--- src/sv/swerc_pkg.sv ---
package swerc_pkg;

	localparam int CFG_W      = 7;
	localparam int TS_W       = 48;
	localparam int EVT_W      = 16;
	localparam int COUNT_W    = 32;
	localparam int ACC_W      = 40;
	localparam int SUM_W      = TS_W + 2;

	localparam int DEF_MAX_BINS  = 64;
	localparam int DEF_FRAC_BITS = 16;

	localparam logic [CFG_W-1:0] WIN_RESET = 7'd60;

	localparam logic KIND_PUSH  = 1'b0;
	localparam logic KIND_QUERY = 1'b1;

	// saturating add, used by the shared adder of the sequencer
	function automatic logic [COUNT_W-1:0] sat_add(
		input logic [COUNT_W-1:0] a,
		input logic [COUNT_W-1:0] b
	);
		logic [COUNT_W:0] t;
		t = {1'b0, a} + {1'b0, b};
		return t[COUNT_W] ? {COUNT_W{1'b1}} : t[COUNT_W-1:0];
	endfunction

endpackage

--- src/sv/swerc_bin_ram.sv ---
module swerc_bin_ram import swerc_pkg::*; #(
	parameter int DEPTH  = DEF_MAX_BINS,
	parameter int IDX_W  = 6,
	parameter int DATA_W = COUNT_W
) (
	input  logic              clk,
	input  logic              we,
	input  logic [IDX_W-1:0]  waddr,
	input  logic [DATA_W-1:0] wdata,
	input  logic              re,
	input  logic [IDX_W-1:0]  raddr,
	output logic [DATA_W-1:0] rdata
);

	logic [DATA_W-1:0] mem [DEPTH];
	logic [DATA_W-1:0] rdata_q;

	always_ff @(posedge clk) begin
		if (we) begin
			mem[waddr] <= wdata;
		end
		if (re) begin
			rdata_q <= mem[raddr];
		end
	end

	assign rdata = rdata_q;

endmodule

--- src/sv/sliding_window_event_rate_counter.sv ---
// channel  | handshake              | word
// ---------+------------------------+--------------------------------------
// cfg      | cfg_valid / cfg_ready  | cfg_data: window length in seconds
// in       | in_valid / in_ready    | kind, timestamp, event_count
// out      | out_valid / out_ready  | window_count, one word per query
//
// push: elapsed time formed, then the oldest bin zeroed once per whole second advanced,
// no bins moved if time went back, all active bins wiped when a whole window passed;
// then the newest bin is read and written. query: bins still in the window summed,
// skipped when the answer is zero; waits while the previous word is still in the output register
// reset and each cfg write start a clearing pass over all MAX_BINS bins, in_ready low
// cfg words are taken only while idle; a waiting cfg word holds in_ready low
module sliding_window_event_rate_counter import swerc_pkg::*; #(
	parameter int MAX_BINS  = DEF_MAX_BINS,
	parameter int FRAC_BITS = DEF_FRAC_BITS
) (
	input  logic               clk,
	input  logic               arst_n,
	input  logic               cfg_valid,
	output logic               cfg_ready,
	input  logic [CFG_W-1:0]   cfg_data,
	input  logic               in_valid,
	output logic               in_ready,
	input  logic               kind,
	input  logic [TS_W-1:0]    timestamp,
	input  logic [EVT_W-1:0]   event_count,
	output logic               out_valid,
	input  logic               out_ready,
	output logic [COUNT_W-1:0] window_count
);

	// ring index and bin-count widths
	localparam int IDX_W = (MAX_BINS > 1) ? $clog2(MAX_BINS) : 1;
	localparam int CNT_W = $clog2(MAX_BINS + 1);

	// fraction mask and minus one second in the elapsed-time format
	localparam logic [SUM_W-1:0] FRAC_MASK = (SUM_W'(1) << FRAC_BITS) - SUM_W'(1);
	localparam logic [SUM_W-1:0] NEG_ONE   = ~FRAC_MASK;
	// most negative accumulator value, sign extended
	localparam logic [SUM_W-1:0] ACC_MIN_X =
		{{(SUM_W-ACC_W+1){1'b1}}, {(ACC_W-1){1'b0}}};
	localparam logic [ACC_W-1:0] ACC_MIN   = {1'b1, {(ACC_W-1){1'b0}}};

	typedef enum logic [3:0] {
		ST_IDLE,
		ST_CLEAR,
		ST_ELAP,
		ST_DECIDE,
		ST_ADV,
		ST_WIPE,
		ST_NEWEST_RD,
		ST_NEWEST_WR,
		ST_QSUM,
		ST_QOUT
	} state_t;

	// window register clamps to 1..MAX_BINS
	function automatic logic [CNT_W-1:0] win_clamp(input logic [CFG_W-1:0] v);
		if (v == '0) begin
			return CNT_W'(1);
		end else if (int'(v) > MAX_BINS) begin
			return CNT_W'(MAX_BINS);
		end else begin
			return CNT_W'(v);
		end
	endfunction

	state_t               state_q;
	logic [CNT_W-1:0]     win_q;
	logic [IDX_W-1:0]     oldest_q;   // ring position of the oldest bin
	logic [ACC_W-1:0]     acc_q;      // signed time since the newest bin opened
	logic [TS_W-1:0]      last_q;     // timestamp of the last push
	logic [IDX_W-1:0]     pos_q;      // walking ram address
	logic [CNT_W-1:0]     rem_q;      // bins still to visit
	logic                 pend_q;     // a read word lands this cycle
	logic                 kind_q;
	logic [TS_W-1:0]      ts_q;
	logic [EVT_W-1:0]     cnt_q;
	logic [TS_W:0]        diff_q;     // timestamp minus last push, signed
	logic [SUM_W-1:0]     sum_q;      // elapsed time, signed
	logic [COUNT_W-1:0]   total_q;
	logic                 out_valid_q;
	logic [COUNT_W-1:0]   out_data_q;

	// decode of the elapsed time
	logic                 sum_neg;
	logic                 whole_ge;
	logic                 past_second;
	logic [CNT_W-1:0]     whole_w;
	logic [CNT_W-1:0]     skip_w;
	logic [CNT_W:0]       start_sum;
	logic [CNT_W:0]       start_fix;
	logic [IDX_W-1:0]     start_pos;
	logic [ACC_W-1:0]     acc_neg;
	logic [ACC_W-1:0]     acc_frac;

	// ring stepping
	logic [IDX_W-1:0]     oldest_next;
	logic [IDX_W-1:0]     pos_next;
	logic [IDX_W-1:0]     newest_idx;

	// finished query word moves into the output register
	logic                 out_load;

	// shared saturating adder
	logic [COUNT_W-1:0]   add_a;
	logic [COUNT_W-1:0]   add_b;
	logic [COUNT_W-1:0]   add_y;

	// bin ram ports
	logic                 ram_we;
	logic [IDX_W-1:0]     ram_waddr;
	logic [COUNT_W-1:0]   ram_wdata;
	logic                 ram_re;
	logic [IDX_W-1:0]     ram_raddr;
	logic [COUNT_W-1:0]   ram_rdata;

	always_comb begin
		sum_neg     = sum_q[SUM_W-1];
		whole_ge    = (sum_q >> FRAC_BITS) >= SUM_W'(win_q);
		past_second = $signed(sum_q) <= $signed(NEG_ONE);
		whole_w     = sum_q[FRAC_BITS +: CNT_W];
		skip_w      = sum_neg ? '0 : whole_w;
		// first bin still in the window: oldest plus age, wrapped once
		start_sum   = {1'b0, CNT_W'(oldest_q)} + {1'b0, skip_w};
		start_fix   = (start_sum >= {1'b0, win_q}) ? start_sum - {1'b0, win_q} : start_sum;
		start_pos   = IDX_W'(start_fix);
		acc_neg     = ($signed(sum_q) < $signed(ACC_MIN_X)) ? ACC_MIN : sum_q[ACC_W-1:0];
		acc_frac    = sum_q[ACC_W-1:0] & FRAC_MASK[ACC_W-1:0];

		oldest_next = (CNT_W'(oldest_q) == win_q - CNT_W'(1)) ? '0 : oldest_q + IDX_W'(1);
		pos_next    = (CNT_W'(pos_q) == win_q - CNT_W'(1)) ? '0 : pos_q + IDX_W'(1);
		newest_idx  = (oldest_q == '0) ? IDX_W'(win_q - CNT_W'(1)) : oldest_q - IDX_W'(1);

		// output register is free or being emptied this cycle
		out_load    = (state_q == ST_QOUT) && (!out_valid_q || out_ready);

		// push adds the count to the newest bin, query adds bins to the total
		if (state_q == ST_NEWEST_WR) begin
			add_a = ram_rdata;
			add_b = COUNT_W'(cnt_q);
		end else begin
			add_a = total_q;
			add_b = ram_rdata;
		end
		add_y = sat_add(add_a, add_b);

		ram_we    = 1'b0;
		ram_waddr = pos_q;
		ram_wdata = '0;
		ram_re    = 1'b0;
		ram_raddr = pos_q;
		unique case (state_q) inside
			ST_CLEAR, ST_WIPE: begin
				ram_we = 1'b1;
			end
			ST_ADV: begin
				ram_we    = (rem_q != '0);
				ram_waddr = oldest_q;
			end
			ST_NEWEST_RD: begin
				ram_re    = 1'b1;
				ram_raddr = newest_idx;
			end
			ST_NEWEST_WR: begin
				ram_we    = 1'b1;
				ram_wdata = add_y;
			end
			ST_QSUM: begin
				ram_re = (rem_q != '0);
			end
			default: begin
			end
		endcase
	end

	swerc_bin_ram #(
		.DEPTH  (MAX_BINS),
		.IDX_W  (IDX_W),
		.DATA_W (COUNT_W)
	) u_bins (
		.clk   (clk),
		.we    (ram_we),
		.waddr (ram_waddr),
		.wdata (ram_wdata),
		.re    (ram_re),
		.raddr (ram_raddr),
		.rdata (ram_rdata)
	);

	always_ff @(posedge clk or negedge arst_n) begin
		if (!arst_n) begin
			state_q     <= ST_CLEAR;
			win_q       <= win_clamp(WIN_RESET);
			oldest_q    <= '0;
			acc_q       <= '0;
			last_q      <= '0;
			pos_q       <= '0;
			rem_q       <= '0;
			pend_q      <= 1'b0;
			kind_q      <= KIND_PUSH;
			ts_q        <= '0;
			cnt_q       <= '0;
			diff_q      <= '0;
			sum_q       <= '0;
			total_q     <= '0;
			out_valid_q <= 1'b0;
			out_data_q  <= '0;
		end else begin
			if (out_load) begin
				out_valid_q <= 1'b1;
				out_data_q  <= total_q;
			end else if (out_valid_q && out_ready) begin
				out_valid_q <= 1'b0;
			end
			if (cfg_valid && cfg_ready) begin
				// new window: restart the counter and wipe the whole store
				win_q    <= win_clamp(cfg_data);
				oldest_q <= '0;
				acc_q    <= '0;
				last_q   <= '0;
				pos_q    <= '0;
				state_q  <= ST_CLEAR;
			end else begin
				unique case (state_q)
					ST_IDLE: begin
						if (in_valid) begin
							kind_q  <= kind;
							ts_q    <= timestamp;
							cnt_q   <= event_count;
							diff_q  <= {1'b0, timestamp} - {1'b0, last_q};
							state_q <= ST_ELAP;
						end
					end
					ST_CLEAR: begin
						pos_q <= pos_q + IDX_W'(1);
						if (pos_q == IDX_W'(MAX_BINS - 1)) begin
							state_q <= ST_IDLE;
						end
					end
					ST_ELAP: begin
						sum_q   <= {diff_q[TS_W], diff_q} +
							{{(SUM_W-ACC_W){acc_q[ACC_W-1]}}, acc_q};
						state_q <= ST_DECIDE;
					end
					ST_DECIDE: begin
						total_q <= '0;
						pend_q  <= 1'b0;
						if (kind_q == KIND_PUSH) begin
							if (sum_neg) begin
								// time went backwards: no bins advance
								acc_q   <= acc_neg;
								state_q <= ST_NEWEST_RD;
							end else if (whole_ge) begin
								// a whole window passed: wipe the active bins
								acc_q    <= '0;
								oldest_q <= '0;
								pos_q    <= '0;
								rem_q    <= win_q;
								state_q  <= ST_WIPE;
							end else begin
								acc_q   <= acc_frac;
								rem_q   <= whole_w;
								state_q <= ST_ADV;
							end
						end else begin
							if ((sum_neg && past_second) || (!sum_neg && whole_ge)) begin
								state_q <= ST_QOUT;
							end else begin
								rem_q   <= win_q - skip_w;
								pos_q   <= start_pos;
								state_q <= ST_QSUM;
							end
						end
					end
					ST_ADV: begin
						// oldest bin is zeroed and becomes the newest
						if (rem_q == '0) begin
							state_q <= ST_NEWEST_RD;
						end else begin
							oldest_q <= oldest_next;
							rem_q    <= rem_q - CNT_W'(1);
						end
					end
					ST_WIPE: begin
						pos_q <= pos_q + IDX_W'(1);
						rem_q <= rem_q - CNT_W'(1);
						if (rem_q == CNT_W'(1)) begin
							state_q <= ST_NEWEST_RD;
						end
					end
					ST_NEWEST_RD: begin
						pos_q   <= newest_idx;
						state_q <= ST_NEWEST_WR;
					end
					ST_NEWEST_WR: begin
						last_q  <= ts_q;
						state_q <= ST_IDLE;
					end
					ST_QSUM: begin
						// one read issued and one word summed per cycle
						pend_q <= (rem_q != '0);
						if (rem_q != '0) begin
							pos_q <= pos_next;
							rem_q <= rem_q - CNT_W'(1);
						end
						if (pend_q) begin
							total_q <= add_y;
						end
						if (rem_q == '0 && !pend_q) begin
							state_q <= ST_QOUT;
						end
					end
					ST_QOUT: begin
						// waits here while the previous word is still held
						if (out_load) begin
							state_q <= ST_IDLE;
						end
					end
					default: begin
						state_q <= ST_IDLE;
					end
				endcase
			end
		end
	end

	assign cfg_ready    = (state_q == ST_IDLE);
	assign in_ready     = (state_q == ST_IDLE) && !cfg_valid;
	assign out_valid    = out_valid_q;
	assign window_count = out_data_q;

endmodule

--- config.mk ---
export PLATFORM = sky130hd
export DESIGN_NAME = sliding_window_event_rate_counter
export DESIGN_NICKNAME = d
export VERILOG_FILES = /design/src/sv/swerc_pkg.sv /design/src/sv/swerc_bin_ram.sv /design/src/sv/sliding_window_event_rate_counter.sv
export SDC_FILE = /design/constraint.sdc
export NUM_CORES = 2
export LEC_CHECK = 0
export BUFFER_PORTS_ARGS = -buffer_cell sky130_fd_sc_hd__buf_2
export CAP_MARGIN = 20
export CORE_ASPECT_RATIO = 0.75
export CORE_UTILIZATION = 30
export DETAILED_ROUTE_END_ITERATION = 8
export PLACE_DENSITY = 0.52
export REMOVE_ABC_BUFFERS = 1
export SLEW_MARGIN = 20
export SYNTH_ARGS = -nofsm -noshare
export SYNTH_HDL_FRONTEND = slang
export SYNTH_HIERARCHICAL = 1
export SYNTH_SLANG_ARGS = --single-unit
--- constraint.sdc ---
create_clock -name clk -period 6.1 [get_ports clk]
set_clock_uncertainty 0.05 [all_clocks]
set_input_delay 0.61 -clock clk [delete_from_list [all_inputs] [get_ports clk]]
set_output_delay 0.61 -clock clk [all_outputs]
set_load 0.005 [all_outputs]
; Word level (Yosys, flattened, before mapping)
; Memories as Yosys holds them, arrays and structs flattened. A register that Yosys moved wholly into a read port is not among the register bits.
; Cells that the tools add are included.
[word_totals]
regBits = 348
ram_bits = 2048
inputBits = 77
out_inout_bits = 35
word_cells = 163
memories = 1
[memory_table]
columns = name, words, width, read_ports, rd_ports_with_merged_regs, write_ports, line
row1 = u_bins.mem, 64, 32, 1, 1, 1, swerc_bin_ram.sv:15  ; logic [DATA_W-1:0] mem [DEPTH];
[classes]
add_sub_neg = 11
order_cmp = 5
n_eq_ne = 33
mux = 60
bitwise_logic = 1
n_reduce_logical = 36
[ops]
columns = operator, n
row1 = $mux W40, 5
row2 = $mux W32, 5
row3 = $mux W48, 2
row4 = $mux W6, 15
row5 = $pmux W32 S2, 1
row6 = $mux W7, 9
row7 = $add A49 B40 Y50, 1
row8 = $le A50 B17 Y1 const B, 1
row9 = $lt A50 B40 Y1 const B, 1
row10 = $sub A48 B48 Y49, 1
row11 = $pmux W4 S9, 1
row12 = $ge A34 B7 Y1, 1
row13 = $add A32 B32 Y33, 1
row14 = $mux W4, 8
row15 = $pmux W7 S4, 1
row16 = $pmux W6 S4, 1
row17 = $ne A3 B1 Y1 const B, 6
row18 = $ne A3 B3 Y1 const B, 6
row19 = $eq A4 B3 Y1 const B, 4
row20 = $mux W16, 1
row21 = $eq A6 B7 Y1, 2
row22 = $logic_not A7 Y1, 2
row23 = $sub A7 B1 Y7 const B, 2
row24 = $add A6 B1 Y6 const B, 2
row25 = other kinds (36), 67

; Logic depth before layout (Yosys ltp)
[logic_depth]
word_depth = 8
mapped_depth = 20
ltp_nobuf = 16

; Modules after synthesis
; Netlist, hierarchy kept.
[by_module_without_submodules]
columns = module, n_inst, cells_per_inst, area_each_um2, seq_area_each_um2
row1 = swerc_bin_ram, 1, 3324, 78835.6, 62459.9
row2 = sliding_window_event_rate_counter, 1, 2930, 24035.6, 8714.6

; Worst setup path after synthesis
; OpenSTA, ideal clock, no wires.
[synth_path]
path_type = register -> register
start = reg state_q[0]
end = mem u_bins/mem[0][30] (netlist bit), data pin
setup_time_ns = 0.548
arrival_time_ns = 5.515
required_ns = 5.502
slack_ns = -0.012
stages_incl_launch_ff = 19
period_less_slack_ns = 6.112
cell_sequence = dfstp_2 -> clkbuf_1 -> nand2_1 -> nor2_1 -> clkbuf_1 -> clkbuf_1 -> nand2_1 -> nand2_1 -> ha_1 -> buf_2 -> and3_1 -> clkbuf_1 -> nand2_1 -> or4b_1 -> a31oi_2 -> a21oi_1 -> o21ai_1 -> xnor2_1 -> a21oi_1
[synth_between]
elab_chain_cells = 5
[synth_rtl]
columns = element, line
row1 = "start, declared", sliding_window_event_rate_counter.sv:68  ; state_t state_q;
row2 = "start signal, assigned", sliding_window_event_rate_counter.sv:193  ; state_q <= ST_CLEAR;
row3 = "start signal, assigned", sliding_window_event_rate_counter.sv:223  ; state_q <= ST_CLEAR;
row4 = "start signal, assigned", sliding_window_event_rate_counter.sv:232  ; state_q <= ST_ELAP;
row5 = $eq A4 B3 Y1 (*), sliding_window_event_rate_counter.sv:139  ; if (state_q == ST_NEWEST_WR) begin
row6 = $mux W32, sliding_window_event_rate_counter.sv:139
row7 = $add A32 B32 Y33, swerc_pkg.sv:24  ; t = {1'b0, a} + {1'b0, b};
row8 = $mux W32, swerc_pkg.sv:25  ; return t[COUNT_W] ? {COUNT_W{1'b1}} : t[COUNT_W-1:0];
row9 = $mux W32 (*), sliding_window_event_rate_counter.sv:153  ; unique case (state_q) inside
row10 = named net ram_wdata[30], sliding_window_event_rate_counter.sv:113  ; logic [COUNT_W-1:0] ram_wdata;
row11 = "end, declared", swerc_bin_ram.sv:15
; The timed path passes the listed nets; every way through them passes the cells marked *.

; Final worst setup path
[layout_path]
start = reg state_q[1]
end = mem u_bins/mem[16][7] (netlist bit), data pin
; The elaborated chain is that of the path after synthesis.

==> flow_summary.json <==
{
  "status": "finished clean",
  "ys_seq_area_share_pct": 69.2,
  "fin_crit_sh_pct": 92.5,
  "antenna_found_initial": 7,
  "switching_share_pct": 35.1,
  "core_mm2": 0.340,
  "rrSetupSlack_ns": 0.46,
  "postRouteAntennaNets": 0,
  "power.internal_mw": 35.2,
  "yosys.area.top_type": "edfxtp_1",
  "htree_levels": 4,
  "die_area_mm2": 0.345,
  "rsz0062_at_grt": "no",
  "post-dp-hpwl_um": 200000,
  "clockBufferDepth": 4,
  "synth_area_leaders": "edfxtp_1, mux4_2, dfrtp_1, nand2_1, ha_1",
  "grt_max_degree": 100,
  "timing.rr.start": "state_q[1]",
  "yosysWarningCount": 6,
  "yosysTopAreaCellShare_pct": 60.7,
  "drt-vias-per-instance": 5.38,
  "worstPathMaxFanout": 33,
  "min_from": "timestamp[1]",
  "maxSlewHeadroom_pct": 23.4,
  "synth_ff_type": "edfxtp_1",
  "holdPathEnd": "ts_q[1]",
  "grt_pass1_vias": 59400,
  "synth_top_family_by_area": "multiplexers",
  "p_switching_mw": 19.0,
  "min_path_cells": 3,
  "start_util_pct": 30.3,
  "finalSetupViolCount": 0,
  "ios": 112,
  "drtPass1Iterations": 5,
  "synth-xor-area-share_pct": 0.988,
  "combPwrFrac_pct": 33.9,
  "grtUsageTotal_pct": 18.4,
  "synth_edf_count": 2080,
  "seq_power_share_pct": 38.5,
  "cts_root_buffer": "clkbuf_16",
  "cap_violations": 0,
  "gp_congestion": 0.867,
  "synthArstFlopShare_pct": 14.3,
  "fp.dieW_um": 678,
  "drtIter0Drc": 7811,
  "synth.area.mux_share_pct": 13.4,
  "synth_cell_types": 103,
  "routedWlPerCell_um": 28.8,
  "worstSetupPathType": "reg2reg",
  "nNetsFinal": 6847,
  "slew_violations": 0,
  "portBuffers": 111,
  "setup_tns_ns": 0,
  "ys_ff_latch": 2428,
  "max_freq_ghz": 0.177,
  "syn_to_final_growth_pct": 15.9,
  "synth_compound_area_share_pct": 6.41,
  "wirelength_um": 325000,
  "avgSynthCellArea_um2": 16.4,
  "r2r_end": "u_bins/mem[16][7]",
  "place_inst": 10800,
  "synth_most_common_cell": "edfxtp_1",
  "fp.dieH_um": 509,
  "startpoint_type": "flop",
  "cts_tree": "built",
  "layout.cells.non_filler": 11300,
  "power_density_mw_per_mm2": 455,
  "clkLatencyLatePin_ns": 0.94,
  "syn-cell-area_mm2": 0.103,
  "synthAdderAreaFrac_pct": 2.09,
  "period_needed_ns": 5.64,
  "ys_top_cells_by_count": "edfxtp_1, nand2_1, mux4_2, dfrtp_1, nor2_1",
  "rows": 185,
  "required_ns": 6.74,
  "rr_worst_depth": 15,
  "grt.overflow.total": 0,
  "synth-simple-area-share_pct": 6.00,
  "clkTransAtPathRegs_ns": 0.06,
  "drc": 0,
  "vdd_drop_max_mv": 0.271,
  "synth_cells": 6254,
  "clkPwrFrac_pct": 27.6,
  "worstMarginPinSlew_ns": 1.14,
  "arrival_ns": 6.28,
  "numCtsBuffers": 235,
  "grt_pass1_wl_um": 457000,
  "holdCritPathClass": "in2reg",
  "clock_sinks": 2428,
  "cts_setup_buffers": 0,
  "endpoint_kind": "flop",
  "p_leak_nw": 40.8,
  "finalHoldViolations": 0,
  "stdcell_area_mm2": 0.119,
  "dpl-instance-area_mm2": 0.111,
  "num_vias": 60700,
  "drive_gt1_share_pct": 22.0
}
-- placed cells by master (no fill, tap or decap), drive strengths merged, types with 30 or more instances in the layout --
cell,instances
nand3,95
nor2b,46
nand2b,32
nor2,281
ha,162
edfxtp,2080
a22o,43
nand2,684
inv,135
o21ai,212
xnor2,65
nand4,45
buf,374
mux2i,104
xor2,51
bufinv,30
mux2,46
o221ai,33
and3,38
a21o,87
o22ai,87
and2,35
a21oi,283
dfrtp,343
clkinv,103
nor3,45
dlygate4sd3,69
mux4,544
clkbuf,269
-- worst max-delay path: stages (launching register included) --
cell and delay, ns:
dfrtp_1 0.68, nand3_4 0.49, buf_4 0.37, and2_1 0.17, ha_1 0.41, and3_1 0.25, and2_4 0.20, and3_1 0.21
a21boi_0 0.23, a21oi_2 0.10, a21oi_2 0.26, a221o_1 0.50, buf_4 0.27, nor2_1 0.11, nor2_4 0.65, buf_4 0.46
-- power by group through the flow --
stage / clock network [mW] / logic (mW) / registers [mW]
2_1_floorplan: 0 / 12.1 / 20.6
5_1_grt: 15.9 / 19.7 / 21.0
4_1_cts: 15.3 / 18.4 / 20.9
3_5_place_dp: 0 / 18.3 / 21.2
3_3_place_gp: 0 / 18.2 / 21.2
6_report: 15.0 / 18.4 / 20.9
-- sequential cells by signal (all words and copies together), names as in the netlist --
register and count:
pend_q 1, acc_q 40, rem_q 7, u_bins/mem 2048, out_valid 1, total_q 32
oldest_q 6, pos_q 6, window_count 32, diff_q 49, ts_q 48, cnt_q 16
last_q 48, state_q 4, win_q 7, sum_q 50, kind_q 1, u_bins/rdata 32
-- how the worst max path moves through the flow --
stage,startpoint,to,cells after the start
3_5_place_dp,state_q[0],u_bins/mem[20][7],15
6_report,state_q[1],u_bins/mem[16][7],15
3_3_place_gp,state_q[0],u_bins/mem[20][7],16
2_1_floorplan,oldest_q[1],u_bins/rdata[18],12
5_1_grt,state_q[1],u_bins/mem[15][7],15
4_1_cts,state_q[1],u_bins/mem[15][7],15
-- stage by stage --
step | total power, mW | worst slack, ns | hold slack [ns] | util (%)
floorplan | 32.7 | -22.45 | 0.264 | -
global placement | 39.4 | 0.593 | 0.407 | 32.6
detailed placement | 39.5 | 0.465 | 0.412 | 32.6
CTS | 54.6 | 0.523 | 0.0243 | 35.1
global route | 56.6 | 0.135 | 0.0657 | 35.1
finish | 54.2 | 0.460 | 0.0992 | 35.1
-- metal layers --
layer | wire length, µm | up-vias | share of wire, % | track usage [%]
li1 | - | 25300 | - | -
met1 | 147000 | 32500 | 45 | 27.7
met2 | 143000 | 2538 | 44 | 27.6
met3 | 28000 | 347 | 8.6 | 3.59
met4 | 6930 | 0 | 2.1 | 3.95
met5 | 0 | - | 0 | 0
-- cells by family after synthesis --
kind of cell,Yosys count
compound gates,1013
buf+inv,451
mux,694
simple gates,1384
fa+ha+maj,168
flops,2428
xor+xnor,116
-- timing repair --
item,in CTS,in global routing
endpoints found under the setup margin,0,0
gates resized for setup,0,0
hold buffers,69,0
hold endpoints to repair,160,0
-- layout make-up --
type                    instances  area (µm²)
fillers                     32100      221000
inverters                     119         447
clock inverters               165        1700
well taps                    4488        5620
flip-flops and latches       2428       71200
repair buffers                443        3650
diodes                          1        2.50
multi-input cells            3375       30600
clock buffers                 269        6050
Note: power is estimated with default switching activity, not from simulation.
